`src/rtl/bresenham_line_stepper_defines.svh`:
```
// ============================================================================
// bresenham_line_stepper_defines.svh
// Assertion macros used by the line stepper top module.
// ============================================================================
`ifndef BRESENHAM_LINE_STEPPER_DEFINES_SVH
`define BRESENHAM_LINE_STEPPER_DEFINES_SVH

// Same-cycle implication, checked out of reset
`define BLS_ASSERT_NOW(label, clk, rstn, ante, cons) \
    label: assert property (@(posedge clk) disable iff (!(rstn)) (ante) |-> (cons)) \
        else $error("bls assertion failed");

// Next-cycle implication, checked out of reset
`define BLS_ASSERT_NEXT(label, clk, rstn, ante, cons) \
    label: assert property (@(posedge clk) disable iff (!(rstn)) (ante) |=> (cons)) \
        else $error("bls assertion failed");

`endif

```
`src/rtl/bls_pkg.sv`:
```
// ============================================================================
// bls_pkg
// Shared codes and types of the line stepper.
// ============================================================================
`default_nettype none

package bls_pkg;

    // item kind codes
    localparam logic KIND_START = 1'b0;
    localparam logic KIND_STEP  = 1'b1;

    // per-pixel status flags
    typedef struct packed {
        logic pixel_valid;
        logic last_pixel;
        logic swapped;
    } bls_flags_t;

endpackage

`default_nettype wire

```
`src/rtl/bresenham_line_stepper.sv`:
```
// ============================================================================
// bresenham_line_stepper
// Integer line generator: a start beat loads two endpoints and returns the
// first pixel, each step beat returns the next pixel of the line.
//
// Input channel s_*: kind (0 start, 1 step) plus two endpoints, which are
// looked at on start beats only. Output channel m_*: one beat per input
// beat with the pixel, pixel_valid (0 once the line is done or before any
// start), last_pixel and the swap flag of the line.
// Path: input register, then the result register after the setup/step logic.
// Throughput: one beat per cycle while m_ready keeps the output draining;
// the line state updates once per beat, so steps run back to back.
// Reset (aresetn low, synchronous): both registers empty, line state zero,
// so a step before any start gives pixel_valid 0.
// Stall: while m_ready is low the result register holds; the input register
// takes one more beat, then s_ready drops until the output drains.
// ============================================================================
`default_nettype none

`include "bresenham_line_stepper_defines.svh"

module bresenham_line_stepper #(
    parameter int COORD_BITS = 16
) (
    input  wire logic                         aclk,
    input  wire logic                         aresetn,
    input  wire logic                         s_valid,
    output logic                              s_ready,
    input  wire logic                         s_kind,
    input  wire logic signed [COORD_BITS-1:0] s_start_x,
    input  wire logic signed [COORD_BITS-1:0] s_start_y,
    input  wire logic signed [COORD_BITS-1:0] s_end_x,
    input  wire logic signed [COORD_BITS-1:0] s_end_y,
    output logic                              m_valid,
    input  wire logic                         m_ready,
    output logic signed [COORD_BITS-1:0]      m_pixel_x,
    output logic signed [COORD_BITS-1:0]      m_pixel_y,
    output logic                              m_pixel_valid,
    output logic                              m_last_pixel,
    output logic                              m_swapped
);
    import bls_pkg::*;

    logic                         stg_valid;
    logic                         stg_kind;
    logic signed [COORD_BITS-1:0] stg_start_x;
    logic signed [COORD_BITS-1:0] stg_start_y;
    logic signed [COORD_BITS-1:0] stg_end_x;
    logic signed [COORD_BITS-1:0] stg_end_y;
    logic                         adv;
    logic signed [COORD_BITS-1:0] core_x;
    logic signed [COORD_BITS-1:0] core_y;
    bls_flags_t                   core_flags;

    logic                         m_valid_reg, m_valid_next;
    logic signed [COORD_BITS-1:0] m_x_reg;
    logic signed [COORD_BITS-1:0] m_y_reg;
    bls_flags_t                   m_flags_reg;

    // held beat moves on when the result register is free
    assign adv = stg_valid && (!m_valid_reg || m_ready);

    bls_in_stage #(
        .COORD_BITS (COORD_BITS)
    ) u_in_stage (
        .aclk        (aclk),
        .aresetn     (aresetn),
        .s_valid     (s_valid),
        .s_ready     (s_ready),
        .s_kind      (s_kind),
        .s_start_x   (s_start_x),
        .s_start_y   (s_start_y),
        .s_end_x     (s_end_x),
        .s_end_y     (s_end_y),
        .adv         (adv),
        .stg_valid   (stg_valid),
        .stg_kind    (stg_kind),
        .stg_start_x (stg_start_x),
        .stg_start_y (stg_start_y),
        .stg_end_x   (stg_end_x),
        .stg_end_y   (stg_end_y)
    );

    bls_core #(
        .COORD_BITS (COORD_BITS)
    ) u_core (
        .aclk    (aclk),
        .aresetn (aresetn),
        .adv     (adv),
        .kind    (stg_kind),
        .start_x (stg_start_x),
        .start_y (stg_start_y),
        .end_x   (stg_end_x),
        .end_y   (stg_end_y),
        .pix_x   (core_x),
        .pix_y   (core_y),
        .flags   (core_flags)
    );

    // result register valid
    always_comb begin
        m_valid_next = m_valid_reg;
        if (adv) begin
            m_valid_next = 1'b1;
        end else if (m_ready) begin
            m_valid_next = 1'b0;
        end
    end

    always_ff @(posedge aclk) begin
        if (!aresetn) begin
            m_valid_reg <= 1'b0;
        end else begin
            m_valid_reg <= m_valid_next;
        end
    end

    // result payload, no reset
    always_ff @(posedge aclk) begin
        if (adv) begin
            m_x_reg     <= core_x;
            m_y_reg     <= core_y;
            m_flags_reg <= core_flags;
        end
    end

    assign m_valid       = m_valid_reg;
    assign m_pixel_x     = m_x_reg;
    assign m_pixel_y     = m_y_reg;
    assign m_pixel_valid = m_flags_reg.pixel_valid;
    assign m_last_pixel  = m_flags_reg.last_pixel;
    assign m_swapped     = m_flags_reg.swapped;

    // a beat taken from the input register always shows up at the output
    `BLS_ASSERT_NEXT(a_adv_fills_out, aclk, aresetn, adv, m_valid_reg)
    // a no-pixel beat carries zero coordinates and no last flag
    `BLS_ASSERT_NOW(a_idle_zero, aclk, aresetn, m_valid_reg && !m_flags_reg.pixel_valid,
        m_x_reg == '0 && m_y_reg == '0 && !m_flags_reg.last_pixel)
    // input register only blocks while a beat waits in it
    `BLS_ASSERT_NOW(a_ready_full, aclk, aresetn, !s_ready, stg_valid && m_valid_reg && !m_ready)

endmodule

`default_nettype wire

```
`src/rtl/bls_in_stage.sv`:
```
// ============================================================================
// bls_in_stage
// Input register: captures one input beat and holds it until the core
// consumes it.
// ============================================================================
`default_nettype none

module bls_in_stage #(
    parameter int COORD_BITS = 16
) (
    input  wire logic                         aclk,
    input  wire logic                         aresetn,
    input  wire logic                         s_valid,
    output logic                              s_ready,
    input  wire logic                         s_kind,
    input  wire logic signed [COORD_BITS-1:0] s_start_x,
    input  wire logic signed [COORD_BITS-1:0] s_start_y,
    input  wire logic signed [COORD_BITS-1:0] s_end_x,
    input  wire logic signed [COORD_BITS-1:0] s_end_y,
    input  wire logic                         adv,
    output logic                              stg_valid,
    output logic                              stg_kind,
    output logic signed [COORD_BITS-1:0]      stg_start_x,
    output logic signed [COORD_BITS-1:0]      stg_start_y,
    output logic signed [COORD_BITS-1:0]      stg_end_x,
    output logic signed [COORD_BITS-1:0]      stg_end_y
);
    import bls_pkg::*;

    logic                         valid_reg;
    logic                         valid_next;
    logic                         kind_reg;
    logic signed [COORD_BITS-1:0] start_x_reg;
    logic signed [COORD_BITS-1:0] start_y_reg;
    logic signed [COORD_BITS-1:0] end_x_reg;
    logic signed [COORD_BITS-1:0] end_y_reg;
    logic                         load;

    // free when empty or when the held beat leaves this cycle
    assign s_ready = !valid_reg || adv;
    assign load    = s_valid && s_ready;

    always_comb begin
        valid_next = valid_reg;
        if (load) begin
            valid_next = 1'b1;
        end else if (adv) begin
            valid_next = 1'b0;
        end
    end

    always_ff @(posedge aclk) begin
        if (!aresetn) begin
            valid_reg <= 1'b0;
        end else begin
            valid_reg <= valid_next;
        end
    end

    // payload, no reset
    always_ff @(posedge aclk) begin
        if (load) begin
            kind_reg    <= s_kind;
            start_x_reg <= s_start_x;
            start_y_reg <= s_start_y;
            end_x_reg   <= s_end_x;
            end_y_reg   <= s_end_y;
        end
    end

    assign stg_valid   = valid_reg;
    assign stg_kind    = (kind_reg == KIND_STEP) ? KIND_STEP : KIND_START;
    assign stg_start_x = start_x_reg;
    assign stg_start_y = start_y_reg;
    assign stg_end_x   = end_x_reg;
    assign stg_end_y   = end_y_reg;

endmodule

`default_nettype wire

```
`src/rtl/bls_core.sv`:
```
// ============================================================================
// bls_core
// Line state and next-pixel logic: line setup on a start beat, one
// Bresenham step on a step beat while the line has steps left.
// ============================================================================
`default_nettype none

module bls_core #(
    parameter int COORD_BITS = 16
) (
    input  wire logic                         aclk,
    input  wire logic                         aresetn,
    input  wire logic                         adv,
    input  wire logic                         kind,
    input  wire logic signed [COORD_BITS-1:0] start_x,
    input  wire logic signed [COORD_BITS-1:0] start_y,
    input  wire logic signed [COORD_BITS-1:0] end_x,
    input  wire logic signed [COORD_BITS-1:0] end_y,
    output logic signed [COORD_BITS-1:0]      pix_x,
    output logic signed [COORD_BITS-1:0]      pix_y,
    output bls_pkg::bls_flags_t               flags
);
    import bls_pkg::*;

    localparam int W  = COORD_BITS;
    localparam int DW = W + 1;   // deltas and step count
    localparam int HW = W + 2;   // 2*minor
    localparam int EW = W + 3;   // error term and 2*minor - 2*major

    // line state
    logic signed [W-1:0] cur_x_reg,  cur_x_next;
    logic signed [W-1:0] cur_y_reg,  cur_y_next;
    logic [EW-1:0]       err_reg,    err_next;
    logic [DW-1:0]       steps_reg,  steps_next;
    logic [HW-1:0]       hold_reg,   hold_next;
    logic [EW-1:0]       inc_reg,    inc_next;
    logic                xmaj_reg,   xmaj_next;
    logic                xneg_reg,   xneg_next;
    logic                swap_reg,   swap_next;

    // setup terms
    logic                swap_s;
    logic signed [W-1:0] x0, y0, x1, y1;
    logic [DW-1:0]       dx_raw, dx, dy;
    logic                x_pos;
    logic                x_maj_s;
    logic [DW-1:0]       major, minor;
    logic [EW-1:0]       hold_e;

    // step terms
    logic                minor_moves;
    logic signed [W-1:0] x_moved;
    logic                emit;

    // order endpoints so y rises
    assign swap_s = start_y > end_y;
    assign x0     = swap_s ? end_x   : start_x;
    assign y0     = swap_s ? end_y   : start_y;
    assign x1     = swap_s ? start_x : end_x;
    assign y1     = swap_s ? start_y : end_y;

    // deltas and axis choice, ties go y-major
    assign x_pos   = x1 > x0;
    assign dx_raw  = {x1[W-1], x1} - {x0[W-1], x0};
    assign dx      = x_pos ? dx_raw : (~dx_raw + DW'(1));
    assign dy      = {y1[W-1], y1} - {y0[W-1], y0};
    assign x_maj_s = dx > dy;
    assign major   = x_maj_s ? dx : dy;
    assign minor   = x_maj_s ? dy : dx;
    assign hold_e  = {1'b0, minor, 1'b0};

    // Bresenham decision and x move
    assign minor_moves = !err_reg[EW-1];
    assign x_moved     = xneg_reg ? (cur_x_reg - W'(1)) : (cur_x_reg + W'(1));

    always_comb begin
        cur_x_next = cur_x_reg;
        cur_y_next = cur_y_reg;
        err_next   = err_reg;
        steps_next = steps_reg;
        hold_next  = hold_reg;
        inc_next   = inc_reg;
        xmaj_next  = xmaj_reg;
        xneg_next  = xneg_reg;
        swap_next  = swap_reg;
        emit       = 1'b0;
        case (kind)
            KIND_START: begin
                cur_x_next = x0;
                cur_y_next = y0;
                err_next   = hold_e - {2'b00, major};
                steps_next = major;
                hold_next  = hold_e[HW-1:0];
                inc_next   = hold_e - {1'b0, major, 1'b0};
                xmaj_next  = x_maj_s;
                xneg_next  = !x_pos;
                swap_next  = swap_s;
                emit       = 1'b1;
            end
            KIND_STEP: begin
                if (steps_reg != '0) begin
                    err_next   = err_reg + (minor_moves ? inc_reg : {1'b0, hold_reg});
                    steps_next = steps_reg - DW'(1);
                    if (xmaj_reg) begin
                        cur_x_next = x_moved;
                        if (minor_moves) begin
                            cur_y_next = cur_y_reg + W'(1);
                        end
                    end else begin
                        cur_y_next = cur_y_reg + W'(1);
                        if (minor_moves) begin
                            cur_x_next = x_moved;
                        end
                    end
                    emit = 1'b1;
                end
            end
            default: begin
                emit = 1'b0;
            end
        endcase
    end

    // result of this beat
    assign pix_x             = emit ? cur_x_next : '0;
    assign pix_y             = emit ? cur_y_next : '0;
    assign flags.pixel_valid = emit;
    assign flags.last_pixel  = emit && (steps_next == '0);
    assign flags.swapped     = swap_next;

    always_ff @(posedge aclk) begin
        if (!aresetn) begin
            cur_x_reg <= '0;
            cur_y_reg <= '0;
            err_reg   <= '0;
            steps_reg <= '0;
            hold_reg  <= '0;
            inc_reg   <= '0;
            xmaj_reg  <= 1'b0;
            xneg_reg  <= 1'b0;
            swap_reg  <= 1'b0;
        end else if (adv) begin
            cur_x_reg <= cur_x_next;
            cur_y_reg <= cur_y_next;
            err_reg   <= err_next;
            steps_reg <= steps_next;
            hold_reg  <= hold_next;
            inc_reg   <= inc_next;
            xmaj_reg  <= xmaj_next;
            xneg_reg  <= xneg_next;
            swap_reg  <= swap_next;
        end
    end

endmodule

`default_nettype wire

```
`config.mk`:
```
export PLATFORM = sky130hd
export DESIGN_NAME = bresenham_line_stepper
export DESIGN_NICKNAME = d
export VERILOG_FILES = /design/src/rtl/bls_pkg.sv /design/src/rtl/bresenham_line_stepper.sv /design/src/rtl/bls_in_stage.sv /design/src/rtl/bls_core.sv
export VERILOG_INCLUDE_DIRS = /design/src /design/src/rtl
export SDC_FILE = /design/constraint.sdc
export NUM_CORES = 1
export LEC_CHECK = 0
export ABC_AREA = 1
export BUFFER_PORTS_ARGS = -buffer_cell sky130_fd_sc_hd__buf_2
export CAP_MARGIN = 20
export CORE_ASPECT_RATIO = 1.1
export CORE_UTILIZATION = 55
export CTS_CLUSTER_SIZE = 25
export DETAILED_ROUTE_END_ITERATION = 7
export HOLD_SLACK_MARGIN = 0.02
export PLACE_DENSITY_LB_ADDON = 0.2
export SLEW_MARGIN = 5
export SYNTH_ARGS = -nofsm -noshare
export SYNTH_HDL_FRONTEND = slang
export SYNTH_HIERARCHICAL = 1
export SYNTH_SLANG_ARGS = --single-unit
```
`constraint.sdc`:
```
create_clock -name aclk -period 9.2 [get_ports aclk]
set_input_delay 1.84 -clock aclk [delete_from_list [all_inputs] [get_ports aclk]]
set_output_delay 1.84 -clock aclk [all_outputs]
set_load 0.02 [all_outputs]
```
== Word-level counts from Yosys, hierarchy flattened ==
Cells that the tools add are included.

* Memory bits (writable): 0
* Output and inout bits: 37
* Bits in latches: 0
* Flip-flop bits (word level): 209
* Memory bits (read-only): 0
* Word-level logic and storage cells: 80
* Memories kept: 0
* Input port bits: 69

* Shifts and indexed selects: 0
* $mul: 0
* Divide/modulo/power cells: 0
* Bitwise logic cells: 2
* $add $sub $neg: 10
* Mux-type cells: 29
* Reductions and logical operators: 14
* Order comparisons: 3
* Equal/unequal tests: 1

{| class="wikitable"
|+ Operators with widths
! cell !! number
|-
| $mux 16 || 11
|-
| $mux 17 || 4
|-
| $pmux 16 s2 || 2
|-
| $mux 19 || 2
|-
| $pmux 19 s2 || 1
|-
| $pmux 17 s2 || 1
|-
| $sub 16x16->17 || 2
|-
| $add 16x2->16 const B || 2
|-
| $gt 16x16->1 || 2
|-
| $add 19x19->19 || 1
|-
| $sub 18x17->19 || 1
|-
| $sub 18x18->19 || 1
|-
| $add 17x1->17 const B || 1
|-
| $gt 17x17->1 || 1
|-
| $logic_not 17->1 || 1
|-
| $not 17->17 || 1
|-
| $reduce_bool 17->1 || 1
|-
| $sub 17x1->17 const B || 1
|-
| $sub 16x2->16 const B || 1
|-
| $mux 1 || 7
|-
| $reduce_and 2->1 || 2
|-
| $reduce_bool 2->1 || 2
|-
| $logic_and 1x1->1 || 3
|-
| $logic_not 1->1 || 3
|-
| 4 further kinds || 5
|}

== Logic depth before layout (Yosys ltp) ==
* Depth after elaboration: 11
* Depth in mapped cells: 70

== Hierarchy ==
Netlist, hierarchy kept.

{| class="wikitable"
|+ By module, submodules not included
! module !! cells each !! seq. area each (µm²) !! area an instance (µm²) !! instances
|-
| bls_core || 2240 || 2102.0 || 12639.6 || 1
|-
| bls_in_stage || 72 || 1971.9 || 2003.2 || 1
|-
| bresenham_line_stepper || 42 || 1071.0 || 1102.3 || 1
|}

== Worst setup path before layout ==
No wires, ideal clock.

* Path kind: reg2reg
* Start: register u_in_stage.start_y_reg[11] (netlist: u_in_stage/stg_start_y[11])
* End: register u_core.err_reg[16]
* Slack: 1.729 ns
* Data required time: 9.142 ns
* Buffers on the path: 3
* Library setup time: 0.058 ns
* Period minus slack after synthesis: 7.471 ns
* Arrival: 7.413 ns
* Stages on the path, launching flop included: 62
* Cells stage by stage: edfxtp_1 -> ha_1 -> nand2_2 -> inv_1 -> nand2_1 -> a21oi_1 -> nor2_1 -> nand3_2 -> nand3_4 -> buf_8 -> nand2_2 -> nand2_1 -> inv_1 -> ha_1 -> inv_1 -> ha_1 -> nand3_1 -> nor2_1 -> (+26 left out) -> nor3_1 -> o21ai_0 -> nand2_1 -> a21oi_1 -> o21ai_0 -> nand2_1 -> inv_1 -> nor2_1 -> nor2_1 -> nor2_1 -> nor2_1 -> o21ai_0 -> nand2_1 -> a21oi_1 -> o21ai_0 -> nand3_1 -> o211ai_1 -> inv_1

* Longest elaborated chain between the ends: 10

{| class="wikitable"
|+ RTL lines
! element !! line !! RTL
|-
| start: declaration || bls_in_stage.sv:34 || <nowiki>logic signed [COORD_BITS-1:0] start_y_reg;</nowiki>
|-
| start signal: assignment || bls_in_stage.sv:65 || <nowiki>start_y_reg <= s_start_y;</nowiki>
|-
| $gt 16x16->1 || bls_core.sv:56 || <nowiki>assign swap_s = start_y > end_y;</nowiki>
|-
| $mux 16, on equally long branches || bls_core.sv:59, bls_core.sv:57 ||
|-
| $sub 16x16->17 || bls_core.sv:64 || <nowiki>assign dx_raw = {x1[W-1], x1} - {x0[W-1], x0};</nowiki>
|-
| $not 17->17 || bls_core.sv:65 || <nowiki>assign dx = x_pos ? dx_raw : (~dx_raw + DW'(1));</nowiki>
|-
| $add 17x1->17 || bls_core.sv:65 ||
|-
| $mux 17 || bls_core.sv:65 ||
|-
| $gt 17x17->1 || bls_core.sv:67 || <nowiki>assign x_maj_s = dx > dy;</nowiki>
|-
| $mux 17, on equally long branches || bls_core.sv:69, bls_core.sv:68 ||
|-
| $sub 18x17->19 (*) || bls_core.sv:91 || <nowiki>err_next = hold_e - {2'b00, major};</nowiki>
|-
| $pmux 19 s2 (*) || bls_core.sv:87 || <nowiki>case (kind)</nowiki>
|-
| end signal: assignment || bls_core.sv:145 || <nowiki>err_reg <= err_next;</nowiki>
|-
| end: declaration || bls_core.sv:33 || <nowiki>logic [EW-1:0] err_reg, err_next;</nowiki>
|}

Mark *: on every way between the ends. The rest lies on a longest branch, timed or not.
A chain may end at the register's enable or synchronous reset.

== Worst setup path after layout ==
* Start: register u_in_stage.start_y_reg[0] (netlist: u_in_stage/stg_start_y[0])
* End: register u_core.err_reg[16]

* Longest elaborated chain between the ends: 10

{| class="wikitable"
|+ RTL lines
! element !! line !! RTL
|-
| $gt 16x16->1 || bls_core.sv:56 ||
|-
| $mux 16, on equally long branches || bls_core.sv:59, bls_core.sv:57 ||
|-
| $sub 16x16->17 || bls_core.sv:64 ||
|-
| $not 17->17 || bls_core.sv:65 ||
|-
| $add 17x1->17 || bls_core.sv:65 ||
|-
| $mux 17 || bls_core.sv:65 ||
|-
| $gt 17x17->1 || bls_core.sv:67 ||
|-
| $mux 17 (*) || bls_core.sv:69 || <nowiki>assign minor = x_maj_s ? dy : dx;</nowiki>
|-
| named net u_core.minor[2] || bls_core.sv:47 || <nowiki>logic [DW-1:0] major, minor;</nowiki>
|-
| $sub 18x17->19 (*) || bls_core.sv:91 ||
|-
| $pmux 19 s2 (*) || bls_core.sv:87 ||
|}

The timed path passes the listed nets; every way through them passes the cells marked *.

==> results.toml <==
[run_status]
run_status = "complete, no violations"

[floorplanning]
fp.dieArea_mm2 = 0.0293
core_region_area_mm2 = 0.0279
initial_core_util_pct = 56.3
rows = 64
die_x_um = 163
io_pins = 106
die_h_um = 179

[layout]
fin_nets = 2605
design_area_mm2 = 0.0176
post-route-util_pct = 63.1
drive_gt1_share_pct = 11.2
fillers = 2599
final_cells = 2828
area_delta_synth_final_pct = 12.0
insertedDiodeCount = 0

[sta]
max_clock_freq_ghz = 0.119
min_period_ns = 8.42
slew_violations = 0
worstMarginPinSlew_ns = 0.922
skew_ns = 0.0273
hold_violations = 0
holdWs_ns = 0.488
finalCritPeriodShare_pct = 91.5
maxSlewHeadroom_pct = 38.5
tns_ns = 0
finalSetupViolations = 0
finalWorstSetupSlack_ns = 0.781

[logic_synthesis]
ys_dominant_reg_cell = "dfxtp_1"
synth-seq-cells = 207
avgSynthCellArea_um2 = 6.69
netlist_area_mm2 = 0.0157
syn_inst = 2354
synth_edf_count = 100
synth_async_sr_flop_share_pct = 0
synth_warnings = 6
synth.distinct_cells = 55
synth_nets = 2512
seq_area_frac_synth_pct = 32.7

[clock_network]
cts_made_buffers = 24
clockRootBuffer = "clkbuf_16"
cts_tree = "done"
path_clk_slew_ns = 0.06
clk_latency_ns = 0.55
clockBufferDepth = 3
cts_sinks = 207
htree_num_levels = 1

[worst_setup_path]
r2r_end = "u_core/err_reg[16]$_SDFFE_PN0P_"
cp.arrival_ns = 8.89
r2r_slack_ns = 0.78
crit_slowest_cell = "nor4_1"
crit_path_frequent_cell = "nand2_1"
end_kind = "flip-flop"
r2r_cells = 54
crit_path_max_incr_delay_ns = 0.51
cp.required_ns = 9.67
reg2reg_from = "u_in_stage/stg_start_y[0]$_DFFE_PP_"
crit_fanout = 20
critical_path_class = "reg -> reg"
startpoint_type = "flip-flop"

[global_routing]
grt_overflow = 0
use_met3_pct = 3.35
grt_pass1_vias = 14308
antenna_found_initial = 1
grt_pass1_wl_um = 75300
busiest_layer = "met2"
grt.total_usage_pct = 32.3
met1_usage_pct = 46.5
grt_max_degree = 74
use_met2_pct = 51.5

[drt]
routed_wl_um = 47900
vias_per_cell = 5.55
drt_iter0_drc = 1439
num_vias = 15682
ant_nets = 0
firstDrtPassIters = 5
drc_errors = 0
avgRoutedWirePerCell_um = 16.9

[place]
dp_hpwl_um = 36300
dp_slack_ns = 0.331
dp.cells = 2772
io_buffers = 105
globalplace.congestion = 0.989
placed_area_mm2 = 0.0166

[power]
p_leak_nw = 8.86
p_per_area_mw_per_mm2 = 296
finalPower_mw = 5.22
vdd_ir_drop_max_v = 0.000172

[run]
drv_cap = 0

[hold_path]
holdCritPathClass = "reg -> reg"
whs_endpoint = "u_core/inc_reg[18]$_SDFFE_PN0P_"
hold_start = "u_core/inc_reg[18]$_SDFFE_PN0P_"
min_path_cells = 2
cell type report:
type	instances	area [µm²]	area share [%]
clock buffers	31	627	3.56
clock inverters	13	144	0.816
inverters	392	1480	8.37
multi-input cells	1683	8970	50.9
flip-flops and latches	207	5140	29.2
well taps	363	454	2.58
repair buffers	138	808	4.58
repair inverters	1	7.51	0.0426
how the worst max path moves through the flow:
stage | start | end | slack, ns | cells past startpoint
after CTS | u_in_stage/stg_start_y[0]$_DFFE_PP_ | u_core/err_reg[16]$_SDFFE_PN0P_ | 0.25 | 56
final | u_in_stage/stg_start_y[0]$_DFFE_PP_ | u_core/err_reg[16]$_SDFFE_PN0P_ | 0.78 | 54
after global routing | u_in_stage/stg_start_y[13]$_DFFE_PP_ | u_core/err_reg[16]$_SDFFE_PN0P_ | -0.07 | 59
after global placement | u_in_stage/stg_start_y[0]$_DFFE_PP_ | u_core/err_reg[16]$_SDFFE_PN0P_ | 0.45 | 58
after floorplan | u_in_stage/stg_start_y[11]$_DFFE_PP_ | u_core/err_reg[16]$_SDFFE_PN0P_ | 1.73 | 61
after detailed placement | u_in_stage/stg_start_y[0]$_DFFE_PP_ | u_core/err_reg[16]$_SDFFE_PN0P_ | 0.33 | 56
synth_stat cells, types with 8 or more instances:
library cell | number | share of area (%)
a21oi_1 | 159 | 5.1
clkbuf_1 | 52 | 1.2
nand4_1 | 27 | 1.1
dfxtp_1 | 107 | 14
nor2_1 | 208 | 5.0
o21ai_0 | 212 | 6.7
o21ai_1 | 26 | 0.83
ha_1 | 86 | 6.8
nor3_1 | 25 | 0.79
a31oi_1 | 27 | 1.1
buf_1 | 8 | 0.19
o21bai_1 | 11 | 0.52
or2_2 | 12 | 0.48
edfxtp_1 | 100 | 19
nand3_1 | 148 | 4.7
nand2_1 | 566 | 13
nand2_2 | 24 | 0.95
o211ai_1 | 32 | 1.5
xor2_1 | 38 | 2.1
inv_1 | 384 | 9.2
logic make-up after synthesis:
logic type	count (synthesis)	synth area share [%]
AND/OR/NAND/NOR	1042	28.3
AO/OA/AOI/OAI	504	17.7
XOR/XNOR	45	2.50
adder cells (fa/ha/maj)	89	7.22
flip-flops	207	32.7
multiplexers	2	0.127
buffers and inverters	465	11.5
routing by layer:
metal / wire, µm / vias to the layer above
met3: 3530 / 67
li1: - / 7920
met5: 0 / -
met1: 21900 / 7114
met4: 1270 / 0
met2: 21200 / 581
what timing repair did:
| action | in CTS | in global routing |
|---|---|---|
| setup endpoints to repair | 0 | 8 |
| gates resized for setup | 0 | 36 |
| hold buffers | 0 | 0 |
| buffers inserted | 0 | 9 |
placed cells by master (no fill, tap or decap), types with 5 or more instances in the layout:
master,n
nand2_1,561
inv_1,382
o21ai_0,209
nor2_1,199
a21oi_1,155
nand3_1,148
dfxtp_1,107
buf_2,105
edfxtp_1,100
ha_1,78
xor2_1,37
o211ai_1,32
buf_4,30
o21ai_1,29
nand2_2,28
nand4_1,27
a31oi_1,27
nor3_1,25
clkbuf_16,24
nor2_2,13
or2_2,12
o21bai_1,11
inv_2,8
a21oi_2,7
clkbuf_1,7
nor4_1,7
xnor2_1,7
nand3_2,6
clkinv_1,5
o221ai_1,5
nand3b_1,5
ha_4,5
worst max-delay path, delay by kind of cell (launching register included):
kind	cells	cell delay, ns
fa+ha+maj	4	1.30
flops	1	0.38
compound gates	10	1.41
buf+inv	9	1.03
simple gates	31	4.19
power breakdown:
| part | internal (mW) | total [mW] | switching, mW |
|---|---|---|---|
| logic | 1.03 | 3.16 | 2.13 |
| registers | 1.07 | 1.12 | 0.0528 |
| clock network | 0.542 | 0.937 | 0.395 |
| total | 2.64 | 5.22 | 2.57 |
Power figures use the tool's default switching activity.
